[config.mk]
export PLATFORM = sky130hd
export DESIGN_NAME = tcp_header_parse_check
export DESIGN_NICKNAME = d
export VERILOG_FILES = /design/src/rtl/thpc_pkg.sv /design/src/rtl/tcp_header_parse_check.sv /design/src/rtl/thpc_capture.sv
export SDC_FILE = /design/constraint.sdc
export NUM_CORES = 1
export LEC_CHECK = 0
export BUFFER_PORTS_ARGS = -buffer_cell sky130_fd_sc_hd__buf_4
export CORE_AREA = 5 5 267 373
export CTS_CLUSTER_SIZE = 24
export DETAILED_ROUTE_END_ITERATION = 10
export DIE_AREA = 0 0 272 378
export PLACE_DENSITY = 0.43
export SLEW_MARGIN = 20
export SYNTH_ARGS = -nofsm -noshare
export SYNTH_HDL_FRONTEND = slang
export SYNTH_SLANG_ARGS = --single-unit
[constraint.sdc]
create_clock -name aclk -period 11.67 [get_ports aclk]
set_input_delay 0.5835 -clock aclk [delete_from_list [all_inputs] [get_ports aclk]]
set_output_delay 0.5835 -clock aclk [all_outputs]
set_load 0.05 [all_outputs]
[src/rtl/thpc_pkg.sv]
// ----------------------------------------------------------------------------
// thpc_pkg
// types and constants shared by the tcp header parse and checksum block
// ----------------------------------------------------------------------------
package thpc_pkg;

    localparam int unsigned MIN_HDR_BYTES = 20;
    localparam int unsigned MAX_HDR_BYTES = 60;
    localparam int unsigned HDR_IDX_W     = $clog2(MIN_HDR_BYTES);

    typedef enum logic [1:0] {
        STATUS_OK        = 2'd0,
        STATUS_EOF       = 2'd1,
        STATUS_MALFORMED = 2'd2,
        STATUS_CSUM_BAD  = 2'd3
    } status_t;

    typedef struct packed {
        logic [7:0]  data_byte;
        logic        first_byte;
        logic        last_byte;
        logic [15:0] segment_length;
        logic [31:0] pseudo_sum;
    } thpc_in_t;

    typedef struct packed {
        status_t     status;
        logic [15:0] sport;
        logic [15:0] dport;
        logic [31:0] seq_num;
        logic [31:0] ack_num;
        logic [3:0]  hdr_words;
        logic [7:0]  flag_bits;
        logic [15:0] rx_window;
        logic [15:0] checksum_field;
        logic [15:0] urg_ptr;
        logic [5:0]  payload_offset;
    } thpc_out_t;

    // segment state captured on the closing byte, checked in the next stage
    typedef struct packed {
        logic        eof;
        logic        malformed;
        logic [31:0] sum;
        logic        pad_en;
        logic [7:0]  pad_byte;
        thpc_out_t   fields;
    } thpc_snap_t;

endpackage

[src/rtl/tcp_header_parse_check.sv]
// ----------------------------------------------------------------------------
// tcp_header_parse_check
// tcp header parser with one's-complement checksum check; while s_ready is high, one byte per cycle
// ----------------------------------------------------------------------------
//  port    | dir | payload     | role
//  s_*     | in  | thpc_in_t   | segment bytes, first/last marks, length, pseudo sum
//  m_*     | out | thpc_out_t  | one result per byte marked last
//
//  one byte is taken every cycle while s_ready is high; the byte count, header capture and sum
//  update run in the cycle a byte is taken.
//  after its last byte a result passes through one register that holds the
//  captured segment, then the next that holds the checked and folded result.
//  aresetn is synchronous; it clears the segment state and both valid flags.
//  a stalled m_ready holds the result; s_ready drops only when both stages
//  hold a result.
// ----------------------------------------------------------------------------
module tcp_header_parse_check (
    input  logic                 aclk,
    input  logic                 aresetn,
    input  logic                 s_valid,
    output logic                 s_ready,
    input  thpc_pkg::thpc_in_t   s_data,
    output logic                 m_valid,
    input  logic                 m_ready,
    output thpc_pkg::thpc_out_t  m_data
);
    import thpc_pkg::*;

    thpc_snap_t snap;
    thpc_snap_t snap_reg;
    logic       snap_valid_reg;
    logic       snap_valid_next;
    logic       m_valid_reg;
    logic       m_valid_next;
    thpc_out_t  m_data_reg;
    thpc_out_t  m_data_next;

    logic        fire;
    logic        out_free;
    logic [31:0] pad_word;
    logic [32:0] add_wide;
    logic [31:0] sum_pad;
    logic [16:0] fold_a;
    logic [15:0] fold_b;

    thpc_capture u_capture (
        .aclk    (aclk),
        .aresetn (aresetn),
        .fire    (fire),
        .item    (s_data),
        .snap    (snap)
    );

    assign out_free = !m_valid_reg || m_ready;
    assign s_ready  = !snap_valid_reg || out_free;
    assign fire     = s_valid && s_ready;
    assign m_valid  = m_valid_reg;
    assign m_data   = m_data_reg;

    always_comb begin
        pad_word = snap_reg.pad_en ? {16'd0, snap_reg.pad_byte, 8'd0} : 32'd0;
        add_wide = {1'b0, snap_reg.sum} + {1'b0, pad_word};
        sum_pad  = add_wide[31:0] + {31'd0, add_wide[32]};
        fold_a   = {1'b0, sum_pad[15:0]} + {1'b0, sum_pad[31:16]};
        fold_b   = fold_a[15:0] + {15'd0, fold_a[16]};

        m_data_next = snap_reg.fields;
        if (snap_reg.eof) begin
            m_data_next        = '0;
            m_data_next.status = STATUS_EOF;
        end else if (snap_reg.malformed) begin
            m_data_next.status = STATUS_MALFORMED;
        end else if (fold_b != 16'hFFFF) begin
            m_data_next.status = STATUS_CSUM_BAD;
        end else begin
            m_data_next.status = STATUS_OK;
        end

        snap_valid_next = (fire && s_data.last_byte) ? 1'b1 :
                          (out_free ? 1'b0 : snap_valid_reg);
        m_valid_next    = out_free ? snap_valid_reg : m_valid_reg;
    end

    always_ff @(posedge aclk) begin
        if (!aresetn) begin
            snap_valid_reg <= 1'b0;
            m_valid_reg    <= 1'b0;
        end else begin
            snap_valid_reg <= snap_valid_next;
            m_valid_reg    <= m_valid_next;
        end
    end

    always_ff @(posedge aclk) begin
        if (fire && s_data.last_byte) begin
            snap_reg <= snap;
        end
        if (out_free && snap_valid_reg) begin
            m_data_reg <= m_data_next;
        end
    end

    a_eof_zero: assert property (@(posedge aclk) disable iff (!aresetn)
        m_valid_reg && m_data_reg.status == STATUS_EOF |->
            m_data_reg.sport == 16'd0 && m_data_reg.seq_num == 32'd0 &&
            m_data_reg.payload_offset == 6'd0 && m_data_reg.flag_bits == 8'd0)
        else $error("eof result carries decoded fields");

    a_offset: assert property (@(posedge aclk) disable iff (!aresetn)
        m_valid_reg && m_data_reg.status != STATUS_EOF |->
            m_data_reg.payload_offset == {m_data_reg.hdr_words, 2'b00})
        else $error("payload offset disagrees with data offset");

    a_ok_len: assert property (@(posedge aclk) disable iff (!aresetn)
        m_valid_reg && m_data_reg.status == STATUS_OK |->
            m_data_reg.payload_offset >= 6'(MIN_HDR_BYTES) &&
            m_data_reg.payload_offset <= 6'(MAX_HDR_BYTES))
        else $error("ok result with out of range header length");

    a_stall: assert property (@(posedge aclk) disable iff (!aresetn)
        !s_ready |-> snap_valid_reg && m_valid_reg && !m_ready)
        else $error("input stalled while a stage is free");

    a_move: assert property (@(posedge aclk) disable iff (!aresetn)
        snap_valid_reg && out_free |=> m_valid_reg)
        else $error("captured segment lost on the way to the output");

endmodule

[src/rtl/thpc_capture.sv]
// ----------------------------------------------------------------------------
// thpc_capture
// per-byte segment state: header capture, byte count and running sum
// ----------------------------------------------------------------------------
module thpc_capture (
    input  logic                aclk,
    input  logic                aresetn,
    input  logic                fire,
    input  thpc_pkg::thpc_in_t  item,
    output thpc_pkg::thpc_snap_t snap
);
    import thpc_pkg::*;

    logic [15:0] byte_count_reg;
    logic [15:0] byte_count_next;
    logic [7:0]  hdr_reg  [MIN_HDR_BYTES];
    logic [7:0]  hdr_next [MIN_HDR_BYTES];
    logic [31:0] running_sum_reg;
    logic [31:0] running_sum_next;
    logic [7:0]  held_byte_reg;
    logic [7:0]  held_byte_next;
    logic [15:0] latched_length_reg;
    logic [15:0] latched_length_next;

    logic [15:0] cnt;
    logic [31:0] sum_base;
    logic [7:0]  held_base;
    logic [32:0] add_wide;
    logic [31:0] sum_add;
    logic        in_len;
    logic        in_hdr;
    logic [5:0]  hdr_len;

    always_comb begin
        cnt                 = item.first_byte ? 16'd0 : byte_count_reg;
        latched_length_next = item.first_byte ? item.segment_length : latched_length_reg;
        sum_base            = item.first_byte ? item.pseudo_sum : running_sum_reg;
        held_base           = item.first_byte ? 8'd0 : held_byte_reg;

        in_hdr = cnt < 16'(MIN_HDR_BYTES);
        for (int i = 0; i < MIN_HDR_BYTES; i++) begin
            hdr_next[i] = (in_hdr && cnt[HDR_IDX_W-1:0] == HDR_IDX_W'(i)) ?
                          item.data_byte : hdr_reg[i];
        end

        add_wide = {1'b0, sum_base} + {17'd0, held_base, item.data_byte};
        sum_add  = add_wide[31:0] + {31'd0, add_wide[32]};
        in_len   = cnt < latched_length_next;

        held_byte_next   = (in_len && !cnt[0]) ? item.data_byte : held_base;
        running_sum_next = (in_len && cnt[0]) ? sum_add : sum_base;
        byte_count_next  = (&cnt) ? cnt : cnt + 16'd1;

        hdr_len = {hdr_next[12][7:4], 2'b00};

        snap.eof       = byte_count_next < 16'(MIN_HDR_BYTES);
        snap.malformed = (hdr_len < 6'(MIN_HDR_BYTES)) || (hdr_len > 6'(MAX_HDR_BYTES)) ||
                         (latched_length_next < {10'd0, hdr_len}) ||
                         (byte_count_next < latched_length_next);
        snap.sum       = running_sum_next;
        snap.pad_en    = latched_length_next[0];
        snap.pad_byte  = held_byte_next;

        snap.fields.status         = STATUS_OK;
        snap.fields.sport          = {hdr_next[0], hdr_next[1]};
        snap.fields.dport          = {hdr_next[2], hdr_next[3]};
        snap.fields.seq_num        = {hdr_next[4], hdr_next[5], hdr_next[6], hdr_next[7]};
        snap.fields.ack_num        = {hdr_next[8], hdr_next[9], hdr_next[10], hdr_next[11]};
        snap.fields.hdr_words      = hdr_next[12][7:4];
        snap.fields.flag_bits      = hdr_next[13];
        snap.fields.rx_window      = {hdr_next[14], hdr_next[15]};
        snap.fields.checksum_field = {hdr_next[16], hdr_next[17]};
        snap.fields.urg_ptr        = {hdr_next[18], hdr_next[19]};
        snap.fields.payload_offset = hdr_len;
    end

    always_ff @(posedge aclk) begin
        if (!aresetn) begin
            byte_count_reg     <= '0;
            running_sum_reg    <= '0;
            held_byte_reg      <= '0;
            latched_length_reg <= '0;
            for (int i = 0; i < MIN_HDR_BYTES; i++) begin
                hdr_reg[i] <= '0;
            end
        end else if (fire) begin
            byte_count_reg     <= byte_count_next;
            running_sum_reg    <= running_sum_next;
            held_byte_reg      <= held_byte_next;
            latched_length_reg <= latched_length_next;
            for (int i = 0; i < MIN_HDR_BYTES; i++) begin
                hdr_reg[i] <= hdr_next[i];
            end
        end
    end

endmodule
# == After elaboration in Yosys (flattened, before gate mapping) ==
# Memory sizes are Yosys's and may differ from the RTL's.
# Index checks and enable logic that the tools add are counted.
# word_totals
register_bits,431
ramBits,160
input_bits,62
output_inout_bits,166
memories,1
# classes
addsub,7
order_cmp,7
eq_ne,20
mux,56
bitwise,20
reduce_logical,36
# mem_list
memory,depth,width,rd,rd_ports_with_merged_regs,wr,line_no,rtl
u_capture.hdr_reg,20,8,20,0,20,thpc_capture.sv:16,logic [7:0] hdr_reg [MIN_HDR_BYTES];
# op_table
op,n
two-way mux 8 bit,42
adder 32 x 16 -> 33 bit,2
adder 32 x 1 -> 32 bit,2
two-way mux 16 bit,4
two-way mux 32 bit,2
"equality test 5 x 4 -> 1 bit, second input constant",8
less-than comparator 16 bit,2
"less-than comparator 16 x 5 -> 1 bit, second input constant",2
logical AND 1 bit,25
"equality test 5 x 3 -> 1 bit, second input constant",4
"equality test 5 bit, second input constant",4
OR 1 bit,20
adder 16 x 16 -> 17 bit,1
adder 16 x 1 -> 16 bit,1
"adder 16 x 1 -> 16 bit, second input constant",1
less-than comparator 16 x 6 -> 1 bit,1
"!= test 16 bit, second input constant",1
AND reduction 16 bit,1
"equality test 5 x 2 -> 1 bit, second input constant",2
"greater-than comparator 6 bit, second input constant",1
"less-than comparator 6 x 5 -> 1 bit, second input constant",1
two-way mux 1 bit,6
"equality test 5 x 1 -> 1 bit, second input constant",1
zero test 5 bit,1
4 further kinds,11

# == Longest topological paths before layout ==
# depth
ltp_word,8
mapped_depth,35
depth_no_buf,35

# == Cells and area by module ==
# From an unflattened synthesis, not the netlist that was laid out.
# unflattened
hier_cells,2388
hier_area_um2,29998.8
# by_module_without_submodules
module,instances,cells_per_inst,area_each_um2
thpc_capture,1,1487,15198.3
tcp_header_parse_check,1,901,14800.4

# == Worst setup path before layout ==
# Ideal clock, no wire load.
# synth_timing
path_type,reg-to-reg
from,"register m_valid_reg, in the netlist m_valid"
to,register m_data_reg (netlist bit m_data[100]) (enable)
setup_ps,697
arrival_ps,7689
required_ps,10973
slack_ps,3283
stages_incl_launch_ff,3
period_less_slack_ps,8387
path_cell_list,dfxtp_1 -> nor2b_1 -> nor2b_1
# synth_between
elab_chain_cells,3
# synth_rtl
element,line_no,rtl
start: declaration,tcp_header_parse_check.sv:33,logic m_valid_reg;
start signal: assignment,tcp_header_parse_check.sv:90,m_valid_reg <= m_valid_next;
zero test 1 bit,tcp_header_parse_check.sv:54,assign out_free = !m_valid_reg || m_ready;
logical OR 1 bit,tcp_header_parse_check.sv:54,
logical AND 1 bit,tcp_header_parse_check.sv:98,if (out_free && snap_valid_reg) begin
end signal: assignment,tcp_header_parse_check.sv:99,m_data_reg <= m_data_next;
end: declaration,tcp_header_parse_check.sv:35,thpc_out_t m_data_reg;
# Every way passes these cells.
# A chain may end at the register's enable or synchronous reset.

# == Worst setup path after layout ==
# layout_timing
from,register snap_reg[172] (netlist name)
to,register m_data_reg (netlist bit m_data[163]) (data pin)
# layout_between
elab_chain_cells,8
# layout_rtl
element,line_no,rtl
start: declaration,tcp_header_parse_check.sv:30,thpc_snap_t snap_reg;
start signal: assignment,tcp_header_parse_check.sv:96,snap_reg <= snap;
two-way mux 16 bit,tcp_header_parse_check.sv:61,"pad_word = snap_reg.pad_en ? {16'd0, snap_reg.pad_byte, 8'd0} : 32'd0;"
adder 32 x 16 -> 33 bit,tcp_header_parse_check.sv:62,"add_wide = {1'b0, snap_reg.sum} + {1'b0, pad_word};"
adder 32 x 1 -> 32 bit,tcp_header_parse_check.sv:63,"sum_pad = add_wide[31:0] + {31'd0, add_wide[32]};"
adder 16 x 16 -> 17 bit,tcp_header_parse_check.sv:64,"fold_a = {1'b0, sum_pad[15:0]} + {1'b0, sum_pad[31:16]};"
adder 16 x 1 -> 16 bit,tcp_header_parse_check.sv:65,"fold_b = fold_a[15:0] + {15'd0, fold_a[16]};"
!= test 16 bit,tcp_header_parse_check.sv:73,end else if (fold_b != 16'hFFFF) begin
two-way mux 2 bit,tcp_header_parse_check.sv:73,
two-way mux 2 bit,tcp_header_parse_check.sv:71,end else if (snap_reg.malformed) begin
# Every way passes these cells.

==> results.cfg <==
[placed_design]
gp_congestion = 0.922
dp_hpwl_um = 54900
dp.cells = 3592
port_buffers = 225

[die]
die_area_um2 = 103000
ios = 228
die_y_um = 378
core_um2 = 96100
initial_core_util_pct = 29.6
die_x_um = 272
row_count = 135

[route]
wl_um = 81200
ant_nets = 0
route.vias.total = 18200
wire_per_inst_um = 21.8
dr.first_iter.drc_count = 1050
drt_pre_antenna_iters = 8
drc = 0
vias_per_cell = 4.89

[clock_tree]
clk_path_buf_depth = 3
ctsHtreeMaxLevel = 3
numCtsBuffers = 67
cts_tree = yes
insertion_delay_ps = 630
ctsHoldBuffers = 0
post-cts-setup-buffers = 0
cts_resized = 0
cts_root_buffer = clkbuf_16
path_clk_slew_ps = 50
cts.sinks = 587

[timing]
finalClockSkew_ps = 30.6
finalSetupViolCount = 0
tightest_slew_ps = 1020
fin_crit_ps = 8170
hold_viol_final = 0
rsz0062_at_grt = no
drv_slew = 0
finalCritPeriodShare_pct = 70.0
relSlewSlack_pct = 31.0
max_freq_mhz = 122
finalSetupTns_ps = 0

[cells_and_area]
layout.cells.non_filler = 3718
syn2layout_area_growth_pct = 18.3
final_nets = 2577
mostFrequentLayoutCell = edfxtp_1
fill_cells = 9352
layout_common_cells = edfxtp_1, buf_4, mux2_2
drive_above_1_share_pct = 22.3
largest_reg_flops = 199

[status]
status = finished, final reports clean

[logic_synthesis]
synth-edff-count = 513
ys.flop_type = edfxtp_1
synth_cell_types = 81
synth.avg_cell_area_um2 = 12.7
postSynthCellCount = 2228
syn_area_um2 = 28400
yosysSeqAreaShare_pct = 59.4
synthArstFlopShare_pct = 0
ys_seq_elements = 587
yosysWarnings = 0

[global_routing]
grt_max_degree = 83
grt_overflow = 0
grt_use_total_pct = 15.5
grt_pass1_vias = 18600
grt_pass1_wl_um = 121000
antenna_found_initial = 10

[run]
maxCapViolations = 0

[pwr]
ir_worst_vdd_mv = 0.0896
powerDensity_nw_per_um2 = 152
p_leak_uw = 0.0125

[worst_setup_path]
path_common_cell = ha_1
crit_type = flop to flop
slowest_delay_ps = 530
critPathSlowestCell = a221oi_1
cp.arrival_ps = 8530
start_kind = flop
cp.required_ps = 12030
worstPathMaxFanout = 9
cp-end-kind = flop

[hold_path]
hold_class = input port to flop
[cell usage after synthesis, drive strengths merged (4+ instances only)]
cell	count	area, um^2
edfxtp	513	15400
mux2	186	2090
nor2b	185	1160
and2	174	1090
nand2	121	454
clkbuf	99	372
nor2	90	338
ha	84	1050
dfxtp	74	1480
o21ai	65	325
a21oi	64	324
xnor2	62	543
xor2	48	420
a22o	46	404
nand3	43	215
inv	35	131
mux2i	33	330
nor3	33	165
nand4	25	156
and3	20	125
nand2b	19	119
nor4	19	131
a21o	16	128
buf	14	87.6
a211oi	13	123
o31ai	11	82.6
a31oi	10	62.6
or2	9	56.3
or3	9	56.3
a221oi	8	70.1
o21a	7	52.6
nor3b	6	45.0
o211ai	6	45.0
and4	5	43.8
o2111ai	5	43.8
a32oi	4	35.0
nand3b	4	30.0
or4b	4	43.8
[worst max-delay path: cells and delay by family, from the launching register on]
family,cells,cell delay [ps]
compound gates,12,2580
fa+ha+maj,6,1640
flops,1,460
simple gates,13,2860
buf+inv,1,180
xor+xnor,1,200
[final timing paths]
path | startpoint | endpoint | slack [ps] | cells after the start
max | snap_reg[172]$_DFFE_PP_ | m_data[163]$_SDFFCE_PP0P_ | 3500 | 33
min | m_ready | m_valid$_SDFFE_PN0P_ | 320 | 3
max reg2reg | snap_reg[172]$_DFFE_PP_ | m_data[163]$_SDFFCE_PP0P_ | 3500 | 33
min reg2reg | u_capture.latched_length_reg[5]$_SDFFE_PN0P_ | u_capture.latched_length_reg[5]$_SDFFE_PN0P_ | 450 | 2
[final cells by class]
type | count | area, um^2 | area share, %
sequential | 587 | 16900 | 50.3
multi-input combinational | 1494 | 11000 | 32.6
timing repair buffer | 243 | 1830 | 5.44
clock buffer | 86 | 1760 | 5.23
tap | 1233 | 1540 | 4.59
clock inverter | 38 | 470 | 1.40
inverter | 35 | 144 | 0.428
antenna | 2 | 5.00 | 0.0149
[stage by stage]
stage	area, um^2	setup slack, ps	hold slack [ps]	total power [uW]	util (%)
finish	33600	3500	317	5120	35.0
global route	33600	2890	304	5340	34.9
CTS	33600	3530	250	5210	34.9
detailed placement	31400	3550	443	3030	32.6
global placement	31400	3620	436	3020	32.6
floorplan	28400	3280	424	2850	-
[power by group]
| part | switching, uW | internal (uW) | leakage [uW] |
|---|---|---|---|
| combinational | 358 | 197 | 0.00570 |
| clock | 882 | 1260 | 0.00107 |
| sequential | 33.7 | 2390 | 0.00574 |
[routing by layer]
layer,track usage (%),part of all wire (%),up-vias
li1,-,-,8616
met1,19.0,41,8988
met2,27.2,50,453
met3,2.36,4.4,133
met4,6.56,3.7,2
met5,0,0.016,-
[kinds of logic after synthesis]
family | Yosys count | synth area share, %
fa+ha+maj | 87 | 3.91
compound gates | 295 | 7.25
xor+xnor | 110 | 3.39
flops | 587 | 59.4
other cells | 1 | 0.0132
buf+inv | 148 | 2.08
mux | 219 | 8.54
simple gates | 781 | 15.4
(Power assumes the default switching activity.)
